--- config.mk ---
export PLATFORM = sky130hd
export DESIGN_NAME = lcm_of_three
export DESIGN_NICKNAME = d
export VERILOG_FILES = /design/src/rtl/lcm3_pkg.sv /design/src/rtl/lcm3_sub.sv /design/src/rtl/lcm3_seq.sv /design/src/rtl/lcm_of_three.sv
export SDC_FILE = /design/constraint.sdc
export NUM_CORES = 2
export LEC_CHECK = 0
export ABC_AREA = 1
export BUFFER_PORTS_ARGS = -buffer_cell sky130_fd_sc_hd__clkbuf_2
export CAP_MARGIN = 20
export CORE_MARGIN = 2
export CORE_UTILIZATION = 65
export CTS_CLUSTER_DIAMETER = 80
export DETAILED_ROUTE_END_ITERATION = 8
export PLACE_DENSITY_LB_ADDON = 0.12
export SLEW_MARGIN = 40
export SYNTH_ARGS = -nofsm -noshare
export SYNTH_HDL_FRONTEND = slang
export SYNTH_SLANG_ARGS = --single-unit
export TNS_END_PERCENT = 50
--- constraint.sdc ---
create_clock -name clock -period 6.8 [get_ports clock]
set_clock_uncertainty 0.15 [all_clocks]
set_input_delay 1.7 -clock clock [delete_from_list [all_inputs] [get_ports clock]]
set_output_delay 1.7 -clock clock [all_outputs]
set_load 0.02 [all_outputs]
--- src/rtl/lcm3_pkg.sv ---
package lcm3_pkg;

   // operand and result sizing
   localparam int OPERAND_BITS = 16;
   localparam int FIELD_BITS   = 16;
   localparam int MULT_BITS    = 48;
   localparam int WIDE_BITS    = 2 * OPERAND_BITS;
   localparam int SUB_BITS     = WIDE_BITS + 1;
   localparam int PROD_BITS    = 3 * OPERAND_BITS;
   localparam int COUNT_BITS   = $clog2(WIDE_BITS + 1);

   // input word
   typedef struct packed {
      logic [FIELD_BITS-1:0] first_operand;
      logic [FIELD_BITS-1:0] second_operand;
      logic [FIELD_BITS-1:0] third_operand;
   } req_word_type;

   // result word
   typedef struct packed {
      logic [MULT_BITS-1:0] multiple;
      logic                 zero_error;
   } rsp_word_type;

   // sequencer states
   typedef enum logic [2:0] {
      ST_IDLE,
      ST_TWOS,
      ST_ODD,
      ST_DIV,
      ST_MUL
   } state_type;

   // datapath status seen by the sequencer
   typedef struct packed {
      logic zero_in;
      logic u_even;
      logic v_even;
      logic same;
      logic ge;
      logic count_done;
   } status_type;

   // one-cycle actions for the datapath
   typedef struct packed {
      logic load;
      logic reject;
      logic twos_shift;
      logic half_u;
      logic half_v;
      logic sub_u;
      logic swap;
      logic div_init;
      logic div_step;
      logic div_mode;
      logic mul_pair;
      logic mul_final;
   } ctrl_type;

endpackage

--- src/rtl/lcm3_sub.sv ---
module lcm3_sub import lcm3_pkg::*; (
   input  logic [SUB_BITS-1:0] x,
   input  logic [SUB_BITS-1:0] y,
   output logic [SUB_BITS-1:0] diff,
   output logic                ge,
   output logic                same
);

   logic borrow;

   // shared subtract with borrow, and equality compare
   assign {borrow, diff} = {1'b0, x} - {1'b0, y};
   assign ge   = ~borrow;
   assign same = (x == y);

endmodule

--- src/rtl/lcm3_seq.sv ---
module lcm3_seq import lcm3_pkg::*; (
   input  logic       clock,
   input  logic       reset,
   input  logic       start,
   input  status_type status,
   output logic       busy,
   output ctrl_type   ctrl
);

   state_type state_ff, state_in;
   logic      phase_ff, phase_in;

   // state and pair phase registers
   always_ff @(posedge clock) begin
      if (reset) begin
         state_ff <= ST_IDLE;
         phase_ff <= 1'b0;
      end else begin
         state_ff <= state_in;
         phase_ff <= phase_in;
      end
   end

   // next state
   always_comb begin
      state_in = state_ff;
      phase_in = phase_ff;
      case (state_ff)
         ST_IDLE: begin
            phase_in = 1'b0;
            if (start && !status.zero_in) state_in = ST_TWOS;
         end
         ST_TWOS: begin
            if (!(status.u_even && status.v_even)) state_in = ST_ODD;
         end
         ST_ODD: begin
            if (!status.u_even && !status.v_even && status.same) state_in = ST_DIV;
         end
         ST_DIV: begin
            if (status.count_done) state_in = ST_MUL;
         end
         ST_MUL: begin
            phase_in = 1'b1;
            state_in = phase_ff ? ST_IDLE : ST_TWOS;
         end
         default: begin
            state_in = ST_IDLE;
         end
      endcase
   end

   // datapath actions
   always_comb begin
      ctrl = '0;
      case (state_ff)
         ST_IDLE: begin
            ctrl.load   = start & ~status.zero_in;
            ctrl.reject = start & status.zero_in;
         end
         ST_TWOS: begin
            ctrl.twos_shift = status.u_even & status.v_even;
         end
         ST_ODD: begin
            if (status.u_even)      ctrl.half_u   = 1'b1;
            else if (status.v_even) ctrl.half_v   = 1'b1;
            else if (status.same)   ctrl.div_init = 1'b1;
            else if (status.ge)     ctrl.sub_u    = 1'b1;
            else                    ctrl.swap     = 1'b1;
         end
         ST_DIV: begin
            ctrl.div_mode = 1'b1;
            ctrl.div_step = 1'b1;
         end
         ST_MUL: begin
            ctrl.mul_final = phase_ff;
            ctrl.mul_pair  = ~phase_ff;
         end
         default: begin
            ctrl = '0;
         end
      endcase
   end

   assign busy = (state_ff != ST_IDLE);

endmodule

--- src/rtl/lcm_of_three.sv ---
// lcm_of_three: least common multiple of three unsigned operands.
//
// Input channel: drive req_word and raise start; the word is taken at the
// clock edge where start is high and busy is low. busy stays high while
// an item is being worked on, and no new word is taken meanwhile.
// Result channel: rsp_strobe is high for exactly one cycle with rsp_word;
// the receiver must take it then, it cannot hold results off.
//
// The work is lcm(lcm(a, b), c). Each pair goes through a binary gcd on a
// single shared subtract/compare unit, then a restoring divide by the gcd
// (one quotient bit per cycle), then one multiply.
// Latency is data dependent, set mostly by the gcd subtract/shift loop
// and the two bit-serial divides. One item is in flight at a time.
// A zero operand is flagged: the result (multiple zero, zero_error set)
// comes out the cycle after accept.
// Reset is synchronous and returns the block to idle with no result
// pending; there is no stored state between items.
module lcm_of_three import lcm3_pkg::*; (
   input  logic         clock,
   input  logic         reset,
   input  logic         start,
   output logic         busy,
   input  req_word_type req_word,
   output logic         rsp_strobe,
   output rsp_word_type rsp_word
);

   localparam int W  = OPERAND_BITS;
   localparam int DW = WIDE_BITS;

   logic [DW-1:0]         u_ff, u_in;
   logic [DW-1:0]         v_ff, v_in;
   logic [DW-1:0]         n_ff, n_in;
   logic [DW-1:0]         r_ff, r_in;
   logic [W-1:0]          m_ff, m_in;
   logic [W-1:0]          c_ff, c_in;
   logic [COUNT_BITS-1:0] count_ff, count_in;
   rsp_word_type          rsp_word_ff, rsp_word_in;
   logic                  rsp_strobe_ff, rsp_strobe_in;

   logic [W-1:0]          op_a, op_b, op_c;
   logic [SUB_BITS-1:0]   sub_x, sub_y, sub_diff;
   logic                  sub_ge, sub_same;
   logic [SUB_BITS-1:0]   rem_shift;
   logic [PROD_BITS-1:0]  prod;
   logic [DW-1:0]         pair_lcm;
   status_type            status;
   ctrl_type              ctrl;

   // operands cut to the used width
   assign op_a = W'(req_word.first_operand);
   assign op_b = W'(req_word.second_operand);
   assign op_c = W'(req_word.third_operand);

   // shared arithmetic unit inputs
   assign rem_shift = {r_ff, n_ff[DW-1]};
   assign sub_x     = ctrl.div_mode ? rem_shift : {1'b0, u_ff};
   assign sub_y     = ctrl.div_mode ? {1'b0, u_ff} : {1'b0, v_ff};

   lcm3_sub u_sub (
      .x    (sub_x),
      .y    (sub_y),
      .diff (sub_diff),
      .ge   (sub_ge),
      .same (sub_same)
   );

   // quotient times the other operand
   assign prod     = PROD_BITS'(n_ff) * PROD_BITS'(m_ff);
   assign pair_lcm = DW'(prod);

   // status for the sequencer
   always_comb begin
      status.zero_in    = (op_a == '0) || (op_b == '0) || (op_c == '0);
      status.u_even     = ~u_ff[0];
      status.v_even     = ~v_ff[0];
      status.same       = sub_same;
      status.ge         = sub_ge;
      status.count_done = (count_ff == COUNT_BITS'(DW - 1));
   end

   lcm3_seq u_seq (
      .clock  (clock),
      .reset  (reset),
      .start  (start),
      .status (status),
      .busy   (busy),
      .ctrl   (ctrl)
   );

   // datapath next values
   always_comb begin
      u_in          = u_ff;
      v_in          = v_ff;
      n_in          = n_ff;
      r_in          = r_ff;
      m_in          = m_ff;
      c_in          = c_ff;
      count_in      = count_ff;
      rsp_word_in   = rsp_word_ff;
      rsp_strobe_in = 1'b0;
      if (ctrl.load) begin
         u_in = DW'(op_a);
         v_in = DW'(op_b);
         n_in = DW'(op_a);
         m_in = op_b;
         c_in = op_c;
      end
      if (ctrl.reject) begin
         rsp_word_in.multiple   = '0;
         rsp_word_in.zero_error = 1'b1;
         rsp_strobe_in          = 1'b1;
      end
      // strip common factors of two, dividend follows
      if (ctrl.twos_shift) begin
         u_in = u_ff >> 1;
         v_in = v_ff >> 1;
         n_in = n_ff >> 1;
      end
      if (ctrl.half_u) u_in = u_ff >> 1;
      if (ctrl.half_v) v_in = v_ff >> 1;
      if (ctrl.sub_u)  u_in = sub_diff[DW-1:0];
      if (ctrl.swap) begin
         u_in = v_ff;
         v_in = u_ff;
      end
      if (ctrl.div_init) begin
         r_in     = '0;
         count_in = '0;
      end
      // restoring divide step, divisor is the odd part of the gcd held in u
      if (ctrl.div_step) begin
         r_in     = sub_ge ? sub_diff[DW-1:0] : rem_shift[DW-1:0];
         n_in     = {n_ff[DW-2:0], sub_ge};
         count_in = count_ff + 1'b1;
      end
      if (ctrl.mul_pair) begin
         u_in = pair_lcm;
         v_in = DW'(c_ff);
         n_in = pair_lcm;
         m_in = c_ff;
      end
      if (ctrl.mul_final) begin
         rsp_word_in.multiple   = MULT_BITS'(prod);
         rsp_word_in.zero_error = 1'b0;
         rsp_strobe_in          = 1'b1;
      end
   end

   // payload registers
   always_ff @(posedge clock) begin
      u_ff        <= u_in;
      v_ff        <= v_in;
      n_ff        <= n_in;
      r_ff        <= r_in;
      m_ff        <= m_in;
      c_ff        <= c_in;
      count_ff    <= count_in;
      rsp_word_ff <= rsp_word_in;
   end

   // result strobe
   always_ff @(posedge clock) begin
      if (reset) begin
         rsp_strobe_ff <= 1'b0;
      end else begin
         rsp_strobe_ff <= rsp_strobe_in;
      end
   end

   assign rsp_strobe = rsp_strobe_ff;
   assign rsp_word   = rsp_word_ff;

endmodule

* Yosys cells after proc, flatten, opt, wreduce, memory -nomap -nowiden
Cells that the tools add are included.
** Storage, ports and cells
- Register bits :: 220
- Input bits :: 51
- Output and inout port bits :: 51
** Cells by class
- $add $sub $neg :: 2
- Multiply operators :: 1
- Equal/unequal tests :: 10
- Muxes and demuxes :: 47
- Bitwise gates (word level) :: 8
- Reductions and logical operators :: 21
** Operators by type and width (number)
- 2-to-1 mux 32 bit :: 17
- 2-to-1 mux 49 bit :: 2
- logical NOT 16 bit :: 3
- multiplier 32 x 16 -> 48 bit :: 1
- 2-to-1 mux 16 bit :: 3
- subtractor 33 x 32 -> 34 bit :: 1
- == test 33 x 32 -> 1 bit :: 1
- 2-to-1 mux 33 bit :: 1
- 2-to-1 mux 3 bit :: 5
- case mux 3 bit (5 select lines) :: 1
- 2-to-1 mux 6 bit :: 2
- 2-to-1 mux 1 bit :: 9
- 2-to-1 mux 2 bit :: 4
- nonzero test 2 bit :: 4
- nonzero test 4 bit :: 2
- adder 6 x 1 -> 6 bit, second input constant :: 1
- == test 3 x 2 -> 1 bit, second input constant :: 2
- == test 6 x 5 -> 1 bit, second input constant :: 1
- nonzero test 6 bit :: 1
- 2-to-1 mux 5 bit :: 1
- inverter 1 bit :: 5
- nonzero test 5 bit :: 1
- logical AND 1 bit :: 4
- 2-to-1 mux 4 bit :: 1
- other kinds (11) :: 16

* Depth between registers and ports, before layout
- Depth in word-level cells :: 13
- Gate-level depth with buffers :: 30
- Mapped depth without buffers :: 28

* By module
A second synthesis with hierarchy kept.
** Second synthesis, totals
- Cells, all modules :: 4249
- Area, all modules :: 31191.2 µm²
** By module, submodules not included
- lcm_of_three :: times used 1, cells an instance 3612, area each 28163.3 µm²
- lcm3_sub :: times used 1, cells an instance 576, area each 2686.3 µm²
- lcm3_seq :: times used 1, cells an instance 61, area each 341.6 µm²

* Least setup slack after synthesis
Ideal clock, no wire load.
- Path kind :: register -> register
- Start :: register u_seq.state_ff[0]
- End :: register count_ff[0], enable pin
- Setup time :: 486 ps
- Arrival :: 5220 ps
- Required time :: 6164 ps
- Setup slack :: 944 ps
- Stages on the path, launching flop included :: 16
- Period minus slack after synthesis :: 5856 ps
- Cells stage by stage :: dfxtp_1 -> inv_1 -> nor2_1 -> nand2_1 -> clkbuf_1 -> clkbuf_1 -> nand2_1 -> o21ai_0 -> ha_1 -> nand2_1 -> nor2_1 -> nand2_1 -> nor2_1 -> nand3b_1 -> or2_2 -> o21ai_0
** Between the ends
- Longest elaborated chain between the ends :: 9
- Elaborated cells on any way between the ends :: 11
- Those cells by class :: eq/ne (3); mux (7); reduce/logical (1)
** RTL lines
- from (decl) :: RTL line lcm3_seq.sv:10 : state_type state_ff, state_in;
- from (signal assigned) :: RTL line lcm3_seq.sv:19 : state_ff <= state_in;
- == test 3 x 2 -> 1 bit :: RTL line lcm3_seq.sv:55 : case (state_ff)
- 2-to-1 mux 2 bit :: RTL line lcm3_seq.sv:55
- 2-to-1 mux 33 bit / 2-to-1 mux 32 bit (equally long branches) :: RTL line lcm_of_three.sv:57, lcm_of_three.sv:58
- == test 33 x 32 -> 1 bit :: RTL line lcm3_sub.sv:14 : assign same = (x == y);
- 2-to-1 mux 1 bit :: RTL line lcm3_seq.sv:66 : else if (status.same) ctrl.div_init = 1'b1;
- 2-to-1 mux 3 bit :: RTL line lcm3_seq.sv:65 : else if (status.v_even) ctrl.half_v = 1'b1;
- 2-to-1 mux 4 bit :: RTL line lcm3_seq.sv:64 : if (status.u_even) ctrl.half_u = 1'b1;
- 2-to-1 mux 5 bit :: RTL line lcm3_seq.sv:55
- nonzero test 2 bit (no line) *
- to (signal assigned) :: RTL line lcm_of_three.sv:158 : count_ff <= count_in;
- to (decl) :: RTL line lcm_of_three.sv:37 : logic [COUNT_BITS-1:0] count_ff, count_in;
Every way passes the cells marked *; elsewhere a longest branch is shown, timed or not.
A chain may end at the register's enable or synchronous reset.

* Worst setup path after layout
- Start :: register n_ff[6]
- End :: register n_ff[15] (data pin)
** Between the ends
- Longest elaborated chain between the ends :: 2
** RTL lines
- from (decl) :: RTL line lcm_of_three.sv:33 : logic [DW-1:0] n_ff, n_in;
- from (signal assigned) :: RTL line lcm_of_three.sv:154 : n_ff <= n_in;
- multiplier 32 x 16 -> 48 bit :: RTL line lcm_of_three.sv:69 : assign prod = PROD_BITS'(n_ff) * PROD_BITS'(m_ff);
- 2-to-1 mux 32 bit :: RTL line lcm_of_three.sv:137 : if (ctrl.mul_pair) begin
- net n_in[15] :: RTL line lcm_of_three.sv:33
The timed path passes the listed nets, and every way through them passes these cells.

==> impl_metrics.json <==
{
  "status": "finished clean",
  "clk_path_buf_depth": 3,
  "port_buffers": 101,
  "ys_ff_latch": 220,
  "ys_warn_count": 0,
  "yosysTopAreaCell": "fa_1",
  "grt_pass1_vias": 28299,
  "cp_max_fo": 14,
  "num_io_pins": 102,
  "min_from": "rsp_word[0]",
  "crit_start": "n_ff[6]",
  "drive_above_1_share_pct": 7.38,
  "fin_cells": 4823,
  "detail_route.wl_per_cell_um": 19.6,
  "yosys-top-cells-area": "fa_1, edfxtp_1, nand2_1, inv_1, ha_1",
  "syn_nets": 4752,
  "final_antenna_net_count": 0,
  "seq_area_frac_synth_pct": 20.9,
  "dieArea_um2": 48800,
  "end_kind": "register",
  "syn_inst": 4129,
  "cts_tree": "yes",
  "ys_types": 45,
  "syn_area_per_cell_um2": 7.41,
  "final_util_pct": 71.7,
  "critPathKind": "reg -> reg",
  "finalWirelength_um": 94300,
  "setup_violations": 0,
  "grt_usage_pct": 39.3,
  "cp_data_arrival_time_ns": 6.70,
  "worst_pin_slew_ns": 1.03,
  "die_width_um": 221,
  "holdCritPathClass": "reg -> reg",
  "drv_cap": 0,
  "cp.required_ns": 6.93,
  "grt_overflow": 0,
  "cts.sinks": 220,
  "finalCriticalPeriod_ns": 6.57,
  "synth_top_area_share_pct": 27.4,
  "vias_per_cell": 5.71,
  "drc": 0,
  "grt_pass1_wl_um": 150000,
  "synth_area_um2": 30600,
  "grt_max_degree": 81,
  "vias": 27556,
  "clkLatencyLatePin_ns": 0.56,
  "drt-initial-drc-count": 2633,
  "slew_viol_final": 0,
  "die_h_um": 221,
  "final_nets": 4819,
  "h-tree-depth": 1,
  "min_period_over_period_pct": 96.6,
  "area_growth_pct": 8.86,
  "root_buffer": "clkbuf_16",
  "hold_violations": 0,
  "post-place-cells": 4750,
  "rsz0062_at_grt": "false",
  "tns_ns": 0,
  "numCtsBuffers": 27,
  "gp_congestion": 1.01,
  "dr.pass1.iters": 6,
  "fmax_mhz": 152,
  "num_rows": 79,
  "dpl.hpwl_um": 76200,
  "relSlewSlack_pct": 30.7,
  "antenna_cells": 0,
  "start_util_pct": 65.8,
  "timing.rr.start": "n_ff[6]",
  "core_um2": 46500,
  "critPathLaunchType": "register",
  "antenna_found_initial": 2,
  "cts.clk_slew.worst_paths_ns": 0.07
}
-- metal layers --
metal / routed length [um] / up-vias / track usage [%]
met3: 9120 / 278 / 6.47
met4: 4260 / 0 / 16.3
met2: 44600 / 1488 / 64.6
li1: - / 12630 / -
met5: 0 / - / 0
met1: 36300 / 13160 / 52.1
-- cells by family (layout without fill, tap and decap cells) --
family | count (synthesis) | count (layout) | synth area share, %
muxes | 1 | 1 | 0.0327
and+or+nand+nor | 1766 | 1766 | 23.3
adders and majority gates | 572 | 572 | 33.7
xor gates and xnor gates | 29 | 29 | 0.831
DFF | 220 | 220 | 20.9
buffers and inverters | 1109 | 1196 | 13.8
AOI/OAI and AO/OA | 432 | 432 | 7.52
-- cell usage after synthesis (all sizes together) --
cell type  number
o21ai         257
dfxtp          22
or2            16
nand2        1256
o31ai           1
o21a            1
and2            1
xor2           19
a211oi          1
o22ai          14
a21oi         112
a31oi          12
nor3b           1
a21boi          2
inv           920
clkbuf        155
o211ai          5
buf            33
nand3         156
nor4            4
mux2i           1
o221ai          8
nand4          55
o21bai         15
edfxtp        198
xnor2          10
clkinv          1
nand3b          8
nor3           14
ha            153
nor2          255
a21o            4
fa            419
-- area by class of cell --
class                           instances  area [um2]
Clock buffer                           30         687
Clock inverter                         19         307
Fill cell                            3819       13200
Inverter                              921        3460
Multi-Input combinational cell       2800       20000
Sequential cell                       220        6390
Tap cell                              607         759
Timing Repair Buffer                  226        1660
-- through the flow --
step | instance area (um2) | setup slack, ns | hold slack [ns]
after floorplan | 30600 | 0.944 | 0.290
after global routing | 33300 | 0.0180 | 0.337
final | 33300 | 0.229 | 0.313
after detailed placement | 32000 | 0.188 | 0.305
after global placement | 32000 | 0.236 | 0.294
after CTS | 33000 | 0.159 | 0.317
-- worst max-delay path, stage by stage, from the launching register on --
cell and delay, ns:
edfxtp_1 0.78, nand2_1 0.18, fa_1 0.55, inv_1 0.06, fa_1 0.52, inv_1 0.06, fa_1 0.54, inv_1 0.06
fa_1 0.51, fa_1 0.43, fa_1 0.52, ha_1 0.37, a21oi_1 0.25, o21a_1 0.24, inv_1 0.05, a21oi_1 0.34
xor2_1 0.38, or2_2 0.20, o21ai_0 0.08
-- sequential cells by signal, indices dropped and copies added (netlist names) --
register	flops
c_ff	16
count_ff	6
m_ff	16
n_ff	32
r_ff	32
rsp_strobe	1
rsp_word	49
u_ff	32
u_seq.phase_ff	1
u_seq.state_ff	3
v_ff	32
-- final timing paths --
path	end	slack, ns	depth (start not counted)
worst min-delay path	rsp_word[0]	0.31	2
worst min register to register	rsp_word[0]	0.31	2
worst max register to register	n_ff[15]	0.23	18
worst max-delay path	n_ff[15]	0.23	18
-- timing repair --
item / in CTS / in global routing
hold endpoints to repair: 0 / 0
resized for setup: 0 / 3
hold buffers: 0 / 0
setup endpoints to repair: 0 / 9
buffers inserted: 0 / 24
-- cells in the final DEF (no fill, tap or decap), types with 12 or more instances in the layout --
cell          n
fa_1        419
nand2_1    1251
buf_12       17
o21bai_1     15
a31oi_1      12
nor2_1      251
o22ai_1      14
ha_1        153
or2_2        16
clkbuf_2    101
nand3_1     152
a21oi_1     110
edfxtp_1    198
nor3_1       12
dfxtp_1      22
buf_4       107
xor2_1       19
inv_1       914
clkbuf_16    27
nand4_1      55
o21ai_0     246
Power is left out: the tool's default activity adds up to more than one toggle a clock period on the data nets, which glitch-free logic cannot reach.
